==> config.mk <==
export PLATFORM = sky130hd
export DESIGN_NAME = accel_vector_magnitude_top
export DESIGN_NICKNAME = d
export VERILOG_FILES = /design/src/hdl/avm_pkg.sv /design/src/hdl/accel_vector_magnitude_top.sv
export SDC_FILE = /design/constraint.sdc
export NUM_CORES = 2
export LEC_CHECK = 0
export ABC_AREA = 1
export BUFFER_PORTS_ARGS = -buffer_cell sky130_fd_sc_hd__buf_2
export CAP_MARGIN = 20
export CORE_MARGIN = 4
export CORE_UTILIZATION = 60
export CTS_CLUSTER_DIAMETER = 60
export DETAILED_ROUTE_END_ITERATION = 16
export GPL_TIMING_DRIVEN = 0
export PLACE_DENSITY = 0.74
export RECOVER_POWER = 25
export SLEW_MARGIN = 40
export SYNTH_ARGS = -nofsm -noshare
export SYNTH_HDL_FRONTEND = slang
export SYNTH_SLANG_ARGS = --single-unit
==> constraint.sdc <==
create_clock -name clk -period 16.6 [get_ports clk]
set_input_delay 2.49 -clock clk [delete_from_list [all_inputs] [get_ports clk]]
set_output_delay 2.49 -clock clk [all_outputs]
set_load 0.05 [all_outputs]
==> src/hdl/avm_pkg.sv <==
// Package for the acceleration vector magnitude block: pipeline geometry,
// device kind codes, square root stage state and its step function.
// No dependencies.
package avm_pkg;

    // Device kind register codes
    localparam logic [1:0] KIND_NONE  = 2'd0;
    localparam logic [1:0] KIND_BIG16 = 2'd1;
    localparam logic [1:0] KIND_LE12  = 2'd2;

    localparam int AXES = 3;
    localparam int ABS_W = 16;
    localparam int SQR_W = 31;          // 32768^2 = 2^30
    localparam int SUM_W = 32;          // three squares
    localparam int RAD_W = 36;          // scaled sum of squares
    localparam int ROOT_W = 18;         // RAD_W / 2, Q2.16 magnitude
    localparam int REM_W = ROOT_W + 1;  // remainder never exceeds 2 * root
    localparam int SCALE_LE12_W = 13;
    localparam logic [SCALE_LE12_W-1:0] SCALE_LE12 = 13'd4295;

    localparam int STEPS_PER_STAGE = 2;
    localparam int SQRT_STAGES = ROOT_W / STEPS_PER_STAGE;
    // stage 0 decode, 1 squares, 2 sum, 3 scale, then the root stages
    localparam int PIPE_SQRT0 = 3;
    localparam int NSTAGE = PIPE_SQRT0 + SQRT_STAGES + 1;

    typedef struct packed {
        logic [RAD_W-1:0]  rad;
        logic [REM_W-1:0]  rem;
        logic [ROOT_W-1:0] root;
    } sqrt_t;

    // Restoring square root: one result bit per step, two radicand bits in.
    function automatic sqrt_t sqrt_stage(sqrt_t s_in);
        sqrt_t s;
        logic [REM_W+1:0] cur;
        logic [REM_W+1:0] trial;
        s = s_in;
        for (int k = 0; k < STEPS_PER_STAGE; k++)
        begin
            cur = {s.rem, s.rad[RAD_W-1 -: 2]};
            trial = {1'b0, s.root, 2'b01};
            s.rad = {s.rad[RAD_W-3:0], 2'b00};
            if (cur >= trial)
            begin
                cur = cur - trial;
                s.root = {s.root[ROOT_W-2:0], 1'b1};
            end
            else
            begin
                s.root = {s.root[ROOT_W-2:0], 1'b0};
            end
            s.rem = cur[REM_W-1:0];
        end
        return s;
    endfunction

endpackage

==> src/hdl/accel_vector_magnitude_top.sv <==
// Acceleration vector magnitude, top level: byte assembly, sum of squares,
// scaling and a pipelined integer square root.
// Depends on avm_pkg.

// Takes one six-byte accelerometer read per request (tdata bytes 0..5 in
// read order, tuser = read ok) and returns |a| in g as unsigned Q2.16 in
// tdata[17:0], with tuser = 1 when the result is meaningful. Device kind 1
// reads big-endian 16-bit axes at 16384 LSB/g, kind 2 little-endian words
// whose top 12 bits are the axis at 1 mg/LSB; kinds 0 and 3, or a failed
// read, return magnitude 0 with tuser = 0. One request is taken every cycle
// while stage 0 can load; stages: decode, squares, sum, scale, then nine root
// stages of two bits each, the 18-bit square root setting the depth. Each
// stage holds its data when the next is full, so empty slots close up under
// back-pressure. The user must write the device kind (reset value 0) through
// cfg_wr_en and cfg_wr_data only while no request is in flight (not enforced).
module accel_vector_magnitude_top
    import avm_pkg::*;
(
    input  logic        clk,
    input  logic        rst_n,
    input  logic        cfg_wr_en,
    input  logic [1:0]  cfg_wr_data,
    input  logic        s_axis_tvalid,
    output logic        s_axis_tready,
    input  logic [47:0] s_axis_tdata,   // byte_0 .. byte_5 from bit 0 up
    input  logic        s_axis_tuser,   // read_ok
    output logic        m_axis_tvalid,
    input  logic        m_axis_tready,
    output logic [23:0] m_axis_tdata,   // magnitude [17:0], zero padding above
    output logic        m_axis_tuser    // valid_res
);

    localparam int LAST = NSTAGE - 1;

    logic [1:0]             kind_reg;
    logic [NSTAGE-1:0]      vld_reg;
    logic [NSTAGE-1:0]      ok_reg;
    logic [NSTAGE-1:0]      adv;
    logic [PIPE_SQRT0-1:0]  big_reg;
    logic [ABS_W-1:0]       abs_reg [AXES];
    logic [ABS_W-1:0]       abs_next [AXES];
    logic [SQR_W-1:0]       sqr_reg [AXES];
    logic [SUM_W-1:0]       sum_reg;
    logic [RAD_W-1:0]       rad_next;
    sqrt_t                  sq_reg [SQRT_STAGES+1];
    logic                   ok_next;

    always_ff @(posedge clk or negedge rst_n)
    begin
        if (!rst_n)
        begin
            kind_reg <= KIND_NONE;
        end
        else if (cfg_wr_en)
        begin
            kind_reg <= cfg_wr_data;
        end
    end

    // A stage may load when it is empty or its content moves on
    always_comb
    begin
        adv[LAST] = !vld_reg[LAST] || m_axis_tready;
        for (int i = LAST - 1; i >= 0; i--)
        begin
            adv[i] = !vld_reg[i] || adv[i+1];
        end
    end

    assign s_axis_tready = adv[0];

    always_ff @(posedge clk or negedge rst_n)
    begin
        if (!rst_n)
        begin
            vld_reg <= '0;
        end
        else
        begin
            if (adv[0])
            begin
                vld_reg[0] <= s_axis_tvalid;
            end
            for (int i = 1; i < NSTAGE; i++)
            begin
                if (adv[i])
                begin
                    vld_reg[i] <= vld_reg[i-1];
                end
            end
        end
    end

    // Stage 0: assemble axes and take absolute values; invalid reads give zeros
    assign ok_next = s_axis_tuser && (kind_reg == KIND_BIG16 || kind_reg == KIND_LE12);

    for (genvar g = 0; g < AXES; g++)
    begin : g_axis
        logic [7:0]  first_b;
        logic [7:0]  second_b;
        logic [15:0] w_be;
        logic [11:0] v_le;
        logic [15:0] abs_be;
        logic [11:0] abs_le;

        assign first_b = s_axis_tdata[16*g +: 8];
        assign second_b = s_axis_tdata[16*g+8 +: 8];
        assign w_be = {first_b, second_b};
        assign v_le = {second_b, first_b[7:4]};
        assign abs_be = w_be[15] ? (~w_be + 16'd1) : w_be;
        assign abs_le = v_le[11] ? (~v_le + 12'd1) : v_le;

        always_comb
        begin
            if (!ok_next)
            begin
                abs_next[g] = '0;
            end
            else if (kind_reg == KIND_BIG16)
            begin
                abs_next[g] = abs_be;
            end
            else
            begin
                abs_next[g] = {4'd0, abs_le};
            end
        end

        always_ff @(posedge clk)
        begin
            if (adv[0])
            begin
                abs_reg[g] <= abs_next[g];
            end
            if (adv[1])
            begin
                sqr_reg[g] <= SQR_W'(abs_reg[g] * abs_reg[g]);
            end
        end
    end

    // Stage 3 radicand: 16*S for kind 1, 4295*S for kind 2
    assign rad_next = big_reg[2] ? {sum_reg, 4'd0}
                                 : RAD_W'(sum_reg * SCALE_LE12);

    always_ff @(posedge clk)
    begin
        if (adv[0])
        begin
            ok_reg[0] <= ok_next;
            big_reg[0] <= (kind_reg == KIND_BIG16);
        end
        for (int i = 1; i < NSTAGE; i++)
        begin
            if (adv[i])
            begin
                ok_reg[i] <= ok_reg[i-1];
            end
        end
        for (int i = 1; i < PIPE_SQRT0; i++)
        begin
            if (adv[i])
            begin
                big_reg[i] <= big_reg[i-1];
            end
        end
        if (adv[2])
        begin
            sum_reg <= SUM_W'(sqr_reg[0]) + SUM_W'(sqr_reg[1]) + SUM_W'(sqr_reg[2]);
        end
        if (adv[PIPE_SQRT0])
        begin
            sq_reg[0].rad <= rad_next;
            sq_reg[0].rem <= '0;
            sq_reg[0].root <= '0;
        end
    end

    for (genvar g = 1; g <= SQRT_STAGES; g++)
    begin : g_root
        always_ff @(posedge clk)
        begin
            if (adv[PIPE_SQRT0+g])
            begin
                sq_reg[g] <= sqrt_stage(sq_reg[g-1]);
            end
        end
    end

    assign m_axis_tvalid = vld_reg[LAST];
    assign m_axis_tdata = {6'd0, sq_reg[SQRT_STAGES].root};
    assign m_axis_tuser = ok_reg[LAST];

    // An invalid result carries a zero magnitude
    a_invalid_zero: assert property (@(posedge clk) disable iff (!rst_n)
        m_axis_tvalid && !m_axis_tuser |-> m_axis_tdata == 24'd0)
        else $error("invalid result with non-zero magnitude");

    // Input is refused only when every stage, the output included, is occupied
    a_full_only: assert property (@(posedge clk) disable iff (!rst_n)
        !s_axis_tready |-> vld_reg == {NSTAGE{1'b1}} && !m_axis_tready)
        else $error("input refused with room in the pipeline");

    // Failed or unconfigured reads enter the datapath as zero axes
    a_zero_axes: assert property (@(posedge clk) disable iff (!rst_n)
        vld_reg[0] && !ok_reg[0] |-> abs_reg[0] == '0 && abs_reg[1] == '0
                                     && abs_reg[2] == '0)
        else $error("invalid request with non-zero axis");

endmodule
==> flow_metrics.py <==
metrics = {
    "sta": {
        "report.final.slew_viol_count": 0,
        "period_needed_ns": 10.29,
        "fmax_mhz": 97.15,
        "fin_skew_ns": 0.02849,
        "rsz0062_at_grt": "false",
        "hold_violations": 0,
        "worst_pin_slew_ns": 1.421,
        "slew_headroom_pct": 5.297,
        "setup_viol_count_final": 0,
        "fin_crit_sh_pct": 62.01,
        "fin_hold_ws_ns": 0.4146,
    },
    "synthesis": {
        "ys_top_cells_by_area": "edfxtp_1 27%, fa_1 19%, ha_1 12%",
        "synth_cell_types": 60,
        "synth_warnings": 0,
        "synth_flop_cell": "edfxtp_1",
        "synth_edf_count": 599,
        "seq_area_frac_synth_pct": 27.92,
        "syn_area_um2": 65770,
        "ys_ff_latch": 614,
        "syn_area_per_cell_um2": 8.374,
        "async_reset_ff_share_pct": 2.443,
        "synth_cells": 7854,
        "synth_top_area_share_pct": 27.35,
        "yosysTopAreaCell": "edfxtp_1",
    },
    "clock_network": {
        "cts.clk_slew.worst_paths_ns": 0.06,
        "htreeDepth": 3,
        "cts_tree": "yes",
        "cts_sinks": 614,
        "clkLatencyLatePin_ns": 0.65,
        "cts_inserted_buffers": 74,
        "cts_hold_buffers": 0,
        "cts.path.max_buffers": 3,
        "ctsResizeCount": 0,
        "postCtsSetupRepairBufs": 0,
        "root_buffer": "clkbuf_16",
    },
    "power_and_ir_drop": {
        "vdd_drop_max_v": 0.0005360,
        "p_per_area_nw_per_um2": 213.1,
        "p_leak_nw": 38.21,
        "p_total_mw": 15.06,
    },
    "detailed_routing": {
        "antenna_left": 0,
        "drc_errors": 0,
        "wl_um": 163500,
        "wl_per_cell_um": 17.21,
        "drtIter0Drc": 3464,
        "via_per_inst": 5.476,
        "drt_pass1_iterations": 6,
        "vias": 52010,
    },
    "global_route": {
        "grt.overflow.total": 0,
        "grt_max_degree": 67,
        "grt_pass1_vias": 52140,
        "grt_pass1_wl_um": 264800,
        "grt_util_all_layers_pct": 28.50,
        "antenna_found_initial": 1,
    },
    "setup_path": {
        "crit_type": "in2out",
        "critPathLaunchType": "input port",
        "critPathRequiredTime_ns": 14.11,
        "worstPathArrival_ns": 7.80,
        "crit_path_end_kind": "output pin",
        "cp_max_fo": 44,
    },
    "placed_design": {
        "gp_congestion": 0.9686,
        "post-place-cells": 9362,
        "numPortBuffers": 75,
        "dp_hpwl_um": 135900,
    },
    "floorplanning": {
        "initial_core_util_pct": 60.42,
        "die_area_um2": 115000,
        "dieHeight_um": 339.1,
        "num_rows": 121,
        "die_x_um": 339.1,
        "coreArea_um2": 108900,
        "ios": 83,
    },
    "final_layout": {
        "nNetsFinal": 9349,
        "largest_register_ff_count": 413,
        "syn_to_final_growth_pct": 7.471,
        "antenna_cells": 0,
        "fin_cells": 9497,
        "drive_above_1_share_pct": 3.959,
    },
    "min_path": {
        "hp-class": "reg2reg",
    },
    "flow_run": {
        "max_cap_violations": 0,
    },
    "run_status": {
        "status": "finished clean",
    },
}
## cells by family after synthesis
family          share of synthesized area [%]
buf+inv                                 11.39
simple gates                            17.24
xor+xnor                                3.927
mux                                   0.05136
compound gates                          8.154
flops                                   27.92
fa+ha+maj                               31.30
other cells                           0.01142
## through the flow
stage,area [um^2],utilization (%),TNS [ns],setup slack (ns)
3_3_place_gp,67950,62.42,-0.7125,-0.7125
5_1_grt,70680,64.93,0,5.668
6_report,70680,64.93,0,6.306
2_1_floorplan,65800,-,0,2.923
4_1_cts,70710,64.96,0,5.976
3_5_place_dp,68190,62.64,0,6.019
## metal layers
metal  vias up  track usage (%)  routed length (um)
met5         -                0                  13
met4         2            11.78                7417
met3       436            2.920                9074
met2      1791            50.71               81490
met1     24590            35.58               65460
li1      25190                -                   -
## worst paths after layout
| check | from | end | slack, ns | cells past startpoint |
|---|---|---|---|---|
| max in group asynchronous | rst_n | vld_reg[1] | 13.58 | 1 |
| hold reg to reg | sq_reg[2][48] | sq_reg[3][52] | 0.41 | 0 |
| setup reg to reg | abs_reg[0][20] | sqr_reg[0][58] | 9.16 | 25 |
| min in group asynchronous | rst_n | vld_reg[12] | 2.16 | 1 |
| setup / recovery | m_axis_tready | s_axis_tready | 6.31 | 19 |
| hold / removal | sq_reg[2][48] | sq_reg[3][52] | 0.41 | 0 |
## cell type report
type,instances,area [um^2]
repair buffers,84,560.5
plain buffers,156,688.2
well taps,1414,1769
multi-input cells,5284,39970
fillers,9106,38170
inverters,1810,6809
flip-flops and latches,614,18360
clock inverters,47,616.8
clock buffers,88,1904
## cells in the mapped netlist (all sizes together) (3+ instances only)
| library cell | number |
|---|---|
| ha | 642 |
| dfrtp | 15 |
| xnor2 | 108 |
| o21a | 29 |
| edfxtp | 599 |
| or2 | 43 |
| o21bai | 25 |
| buf | 33 |
| o31ai | 7 |
| o211ai | 18 |
| a31o | 5 |
| clkbuf | 123 |
| nor3b | 7 |
| a21boi | 8 |
| and2 | 5 |
| o2111ai | 8 |
| fa | 627 |
| and3 | 6 |
| nand2 | 1659 |
| nor3 | 97 |
| nand3 | 359 |
| nor2 | 458 |
| a21o | 26 |
| mux2 | 3 |
| o221ai | 6 |
| a211oi | 5 |
| a31oi | 26 |
| nand4 | 65 |
| inv | 1810 |
| xor2 | 186 |
| o21ai | 379 |
| a21oi | 427 |
| nor4 | 14 |
| nand3b | 13 |
## power breakdown
part / internal [mW] / switching [mW]
clock network: 0.943 / 0.697
logic: 3.69 / 6.61
registers: 2.69 / 0.434
total: 7.32 / 7.74
## cells in the final DEF (no fill, tap or decap), types with 7 or more instances in the layout
master and count:
edfxtp_1 599, nand2_4 7, dfrtp_1 15, nor4_1 14
inv_2 8, o31ai_1 7, o21ai_0 361, a21oi_1 427
nand2_1 1646, a21o_1 26, conb_1 12, nand3b_1 13
nand4_1 65, o21bai_1 25, nand3_1 356, clkbuf_1 142
nor3_1 94, buf_12 8, o21a_1 29, a31oi_1 26
xnor2_1 108, buf_2 83, ha_1 642, nor2_1 449
a21boi_0 8, fa_1 627, clkinv_1 7, or2_2 40
buf_4 12, inv_1 1797, clkbuf_16 74, xor2_1 185
o21ai_1 14, o2111ai_1 8, o211ai_1 18
## worst max-delay path, stage by stage
cell and delay [ns]:
buf_2 0.09, nor2_1 0.09, inv_1 0.36, nor2_1 0.26, inv_2 0.18, nor2_1 0.21, inv_4 0.24, nor2_1 0.41
nand2_4 0.23, nor2_1 0.37, nand2_4 0.27, nor2_1 0.38, nand2_4 0.24, nor2_1 0.32, nand2_4 0.34, nor2_1 0.50
nand2_4 0.25, buf_12 0.25, buf_2 0.24
Power figures use the tool's default switching activity.
